$ cat config.mk
export PLATFORM = sky130hd
export DESIGN_NAME = ptb_ctrl
export DESIGN_NICKNAME = d
export VERILOG_FILES = /design/src/rtl/ptb_pkg.sv /design/src/rtl/ptb_ctrl.sv
export SDC_FILE = /design/constraint.sdc
export NUM_CORES = 1
export LEC_CHECK = 0
export ABC_AREA = 1
export BUFFER_PORTS_ARGS = -buffer_cell sky130_fd_sc_hd__buf_2
export CORE_ASPECT_RATIO = 0.9
export CORE_MARGIN = 5
export CORE_UTILIZATION = 35
export CTS_BUF_LIST = sky130_fd_sc_hd__clkbuf_2 sky130_fd_sc_hd__clkbuf_4 sky130_fd_sc_hd__clkbuf_8
export CTS_CLUSTER_DIAMETER = 60
export DETAILED_ROUTE_END_ITERATION = 6
export PLACE_DENSITY = 0.78
export SYNTH_ARGS = -nofsm -noshare
export SYNTH_HDL_FRONTEND = slang
export SYNTH_SLANG_ARGS = --single-unit
export TNS_END_PERCENT = 10
$ cat constraint.sdc
create_clock -name i_clk -period 3.68 [get_ports i_clk]
set_clock_uncertainty 0.2 [all_clocks]
set_input_delay 0.184 -clock i_clk [delete_from_list [all_inputs] [get_ports i_clk]]
set_output_delay 0.184 -clock i_clk [all_outputs]
set_load 0.005 [all_outputs]
$ cat src/rtl/ptb_pkg.sv
// ----------------------------------------------------------------------------
// ptb_pkg
// types, defaults and state codes shared by the palindromic tree builder
// ----------------------------------------------------------------------------
`default_nettype none

package ptb_pkg;

    localparam int MAX_LEN_DEF  = 1024;
    localparam int ALPHABET_DEF = 26;

    typedef struct packed {
        logic [4:0] letter;
        logic       start_new;
    } t_in_item;

    typedef struct packed {
        logic [9:0]  position;
        logic        created;
        logic [9:0]  pal_start;
        logic [10:0] pal_length;
        logic [10:0] suffix_pal_length;
        logic [10:0] distinct_count;
        logic        overflow;
    } t_out_item;

    typedef enum logic [3:0] {
        S_CLEAR,
        S_IDLE,
        S_CHECK,
        S_READ,
        S_JUMP,
        S_CMP,
        S_FOUND,
        S_PAR,
        S_DECIDE,
        S_CURLEN,
        S_SLEN,
        S_EMIT
    } t_state;

    typedef struct packed {
        logic clr_step;
        logic accept;
        logic init_walk;
        logic overflow_res;
        logic rd_node;
        logic test_text;
        logic follow;
        logic found;
        logic rd_edge;
        logic rd_par;
        logic reuse;
        logic create;
        logic link_one;
        logic start_link;
        logic link_set;
        logic rd_cur;
        logic cap_slen;
        logic emit;
    } t_cmd;

    typedef struct packed {
        logic clr_done;
        logic full;
        logic node_zero;
        logic j_neg;
        logic txt_match;
        logic edge_ok;
        logic room;
        logic len_one;
        logic out_busy;
    } t_sts;

endpackage

`default_nettype wire

$ cat src/rtl/ptb_ctrl.sv
// ----------------------------------------------------------------------------
// ptb_ctrl
// sequencer for the suffix link walks, edge lookup and node creation
// ----------------------------------------------------------------------------
`default_nettype none

module ptb_ctrl import ptb_pkg::*; (
    input  wire  i_clk,
    input  wire  i_rst_n,
    input  wire  i_in_valid,
    input  t_sts i_sts,
    output logic o_in_ready,
    output t_cmd o_cmd
);

    t_state r_state, n_state;
    logic   r_phase, n_phase;

    always_ff @(posedge i_clk) begin
        if (!i_rst_n) begin
            r_state <= S_CLEAR;
            r_phase <= 1'b0;
        end else begin
            r_state <= n_state;
            r_phase <= n_phase;
        end
    end

    // next state
    always_comb begin
        n_state = r_state;
        n_phase = r_phase;
        case (r_state)
            S_CLEAR:  if (i_sts.clr_done) n_state = S_IDLE;
            S_IDLE:   if (i_in_valid) n_state = S_CHECK;
            S_CHECK: begin
                n_phase = 1'b0;
                n_state = i_sts.full ? S_EMIT : S_READ;
            end
            S_READ:   n_state = S_JUMP;
            S_JUMP: begin
                if (i_sts.node_zero) n_state = S_FOUND;
                else if (i_sts.j_neg) n_state = S_READ;
                else n_state = S_CMP;
            end
            S_CMP:    n_state = i_sts.txt_match ? S_FOUND : S_READ;
            S_FOUND:  n_state = S_PAR;
            S_PAR:    n_state = S_DECIDE;
            S_DECIDE: begin
                if (r_phase) n_state = S_EMIT;
                else if (i_sts.edge_ok) n_state = S_CURLEN;
                else if (!i_sts.room) n_state = S_CURLEN;
                else if (i_sts.len_one) n_state = S_EMIT;
                else begin
                    n_state = S_READ;
                    n_phase = 1'b1;
                end
            end
            S_CURLEN: n_state = S_SLEN;
            S_SLEN:   n_state = S_EMIT;
            S_EMIT:   if (!i_sts.out_busy) n_state = S_IDLE;
            default:  n_state = S_IDLE;
        endcase
    end

    // commands
    always_comb begin
        o_cmd      = '0;
        o_in_ready = 1'b0;
        case (r_state)
            S_CLEAR:  o_cmd.clr_step = 1'b1;
            S_IDLE: begin
                o_in_ready   = 1'b1;
                o_cmd.accept = i_in_valid;
            end
            S_CHECK: begin
                o_cmd.overflow_res = i_sts.full;
                o_cmd.init_walk    = !i_sts.full;
            end
            S_READ:   o_cmd.rd_node = 1'b1;
            S_JUMP: begin
                if (!i_sts.node_zero) begin
                    o_cmd.follow    = i_sts.j_neg;
                    o_cmd.test_text = !i_sts.j_neg;
                end
            end
            S_CMP:    o_cmd.follow = !i_sts.txt_match;
            S_FOUND: begin
                o_cmd.found   = !r_phase;
                o_cmd.rd_edge = 1'b1;
            end
            S_PAR:    o_cmd.rd_par = 1'b1;
            S_DECIDE: begin
                if (r_phase) o_cmd.link_set = 1'b1;
                else if (i_sts.edge_ok) o_cmd.reuse = 1'b1;
                else if (i_sts.room) begin
                    o_cmd.create     = 1'b1;
                    o_cmd.link_one   = i_sts.len_one;
                    o_cmd.start_link = !i_sts.len_one;
                end
            end
            S_CURLEN: o_cmd.rd_cur = 1'b1;
            S_SLEN:   o_cmd.cap_slen = 1'b1;
            S_EMIT:   o_cmd.emit = !i_sts.out_busy;
            default:  o_cmd = '0;
        endcase
    end

endmodule

`default_nettype wire

==> impl_metrics.json <==
{
  "outcome": "complete, no violations",
  "yosysTopAreaCell": "nand2_1",
  "start_util_pct": 36.5,
  "clkSinkCount": 5,
  "cts_buffer_depth": 2,
  "worstMarginPinSlew_ns": 0.268,
  "grt_pass1_vias": 592,
  "route.detailed.drc": 0,
  "coreArea_mm2": 0.00143,
  "seqCellArea_um2": 100,
  "p_switching_mw": 0.171,
  "synth.area.top_cells": "nand2_1 20%, dfxtp_1 19%, inv_1 17%",
  "syn_to_final_growth_pct": 40.0,
  "finalPower_mw": 0.366,
  "hold_ws_ns": 0.0346,
  "multi_input_area_um2": 324,
  "ir_drop_mv": 0.310,
  "wl_per_cell_um": 9.35,
  "postCtsSetupBuffers": 0,
  "hold_class": "in -> reg",
  "seq_area_frac_synth_pct": 19.2,
  "hold_path_depth": 3,
  "min_from": "i_sts[8]",
  "critPathMaxFanout": 5,
  "holdPathEnd": "r_state[0]",
  "max_freq_ghz": 0.579,
  "setup_viol": 0,
  "dpl.hpwl_um": 1290,
  "cts_buffers": 3,
  "layout-drive-gt1-share_pct": 28.6,
  "ys_seq_elements": 5,
  "nets": 153,
  "cts-root-buf": "clkbuf_4",
  "post-route-period-util_pct": 46.9,
  "synth_top_area_share_pct": 20.1,
  "critPathKind": "reg -> out",
  "die_w_um": 50.7,
  "via_per_inst": 4.65,
  "wirelength_um": 1450,
  "worst_slack_ns": 1.95,
  "synthesis.area_um2": 522,
  "crit_required_ns": 3.30,
  "rsz0062_at_grt": "no",
  "syn_nets": 117,
  "ys_warn_count": 0,
  "clk_latency_ns": 0.24,
  "antenna_found_initial": 0,
  "cap_violations": 0,
  "period_needed_ns": 1.73,
  "p_seq_share_pct": 23.6,
  "num_rows": 13,
  "power.density_mw_per_mm2": 501,
  "die_y_um": 46.6,
  "pre_cts_ws_ns": 2.20,
  "reg2reg_depth": 7,
  "grt-ovfl-total": 0,
  "r2r_end": "r_state[0]",
  "globalplace.congestion": 0.872,
  "cts_tree": "yes",
  "dr.pass1.iters": 4,
  "comb_power_share_pct": 57.7,
  "fin_setup_tns_ns": 0,
  "vias": 720,
  "synth_cells": 105,
  "cp.arrival_ns": 1.34,
  "maxSlewHeadroom_pct": 82.1,
  "dr.first_iter.drc_count": 23,
  "nFillCells": 150,
  "reg2reg_from": "r_state[2]",
  "portBuffers": 30,
  "avgSynthCellArea_um2": 4.97,
  "die_area_mm2": 0.00236,
  "crit_path_start_kind": "register",
  "cts.clk_slew.worst_paths_ns": 0.04,
  "globalRouteTotalUtil_pct": 12.6,
  "r2r_slack_ns": 2.24,
  "internal-power_mw": 0.196,
  "grt_max_degree": 7,
  "io_pins": 31,
  "final-hold-violation-count": 0,
  "drv_slew": 0,
  "htree_num_levels": 1,
  "antenna_cells": 0,
  "drtAntennaViolNets": 0,
  "leakagePower_nw": 0.522,
  "clockPowerShare_pct": 18.7,
  "grt_pass1_wl_um": 2240,
  "critPathCaptureType": "output port",
  "swShare_pct": 46.6,
  "ys_types": 16
}
## synthesized netlist by cell type
cell type	n
nand2_1	28
inv_1	24
nor2_1	22
nand3_1	6
dfxtp_1	5
nor3_1	4
o21ai_0	4
a21oi_1	2
inv_2	2
nor2_2	2
a41oi_1	1
nand2_2	1
nand4_1	1
nor2_4	1
nor4_1	1
o21ai_1	1
## cells by family after synthesis
family / after synthesis / synth area share (%)
buf+inv: 26 / 18.7
flops: 5 / 19.2
simple gates: 66 / 53.7
compound gates: 8 / 8.39
## area by class of cell
cell class | instances | share of cell area [%]
Clock buffer | 4 | 4.11
Inverter | 26 | 13.4
Multi-Input combinational cell | 74 | 44.3
Sequential cell | 5 | 13.7
Tap cell | 15 | 2.57
Timing Repair Buffer | 31 | 21.9
## state kept, by name (all words and copies together), names as in the netlist
name and flops:
r_state 4, r_phase 1
## critical path, stage by stage (launching register included)
cell and delay [ns]:
dfxtp_1 0.38, inv_2 0.09, nor2_4 0.12, nand2_2 0.09
inv_1 0.07, nand2_1 0.09, nor3_1 0.12, buf_2 0.13
## power by group through the flow
stage	logic, mW	registers (mW)	clock network [mW]
after floorplan	0.148	0.0840	0
after global placement	0.210	0.0859	0
after detailed placement	0.210	0.0872	0
after CTS	0.212	0.0861	0.0726
after global routing	0.245	0.0888	0.0771
final	0.211	0.0865	0.0686
## worst max-delay path by stage
stage	slack [ns]	to	startpoint
finish	1.95	o_cmd[5]	r_state[3]
global route	1.82	o_cmd[5]	r_state[0]
CTS	1.94	o_cmd[5]	r_state[3]
detailed placement	2.20	o_cmd[5]	r_state[3]
global placement	2.24	r_state[0]	r_state[2]
floorplan	2.36	o_cmd[5]	r_state[3]
## cells in the final DEF (no fill, tap or decap)
| cell | instances |
|---|---|
| nor4_1 | 1 |
| nor2_4 | 1 |
| inv_2 | 2 |
| dlygate4sd3_1 | 1 |
| buf_2 | 30 |
| a21oi_1 | 2 |
| nand2_1 | 28 |
| inv_1 | 24 |
| clkbuf_4 | 4 |
| nand2_2 | 1 |
| nand3_1 | 6 |
| o21ai_0 | 4 |
| nor2_2 | 2 |
| o21ai_1 | 1 |
| nand4_1 | 1 |
| dfxtp_1 | 5 |
| a41oi_1 | 1 |
| nor2_1 | 22 |
| nor3_1 | 4 |
## layer usage
| metal | share of wire [%] | GRT usage (%) | up-vias |
|---|---|---|---|
| met5 | 0 | 0 | - |
| met4 | 0 | 8.16 | 0 |
| met1 | 43 | 15.5 | 305 |
| met2 | 46 | 18.6 | 28 |
| met3 | 11 | 4.21 | 0 |
| li1 | - | - | 387 |
## metrics by stage
stage / std cells / utilization, % / cell area (um^2)
floorplan: 105 / - / 522
global placement: 150 / 48.3 / 691
detailed placement: 150 / 48.3 / 691
CTS: 155 / 51.0 / 731
global route: 155 / 51.0 / 731
finish: 155 / 51.0 / 731
## timing repair
item                                   CTS  global route
resized for setup                        0             0
endpoints found under the hold margin    1             0
setup endpoints to repair                0             0
hold buffers                             1             0
Note: power is estimated with default switching activity, not from simulation.
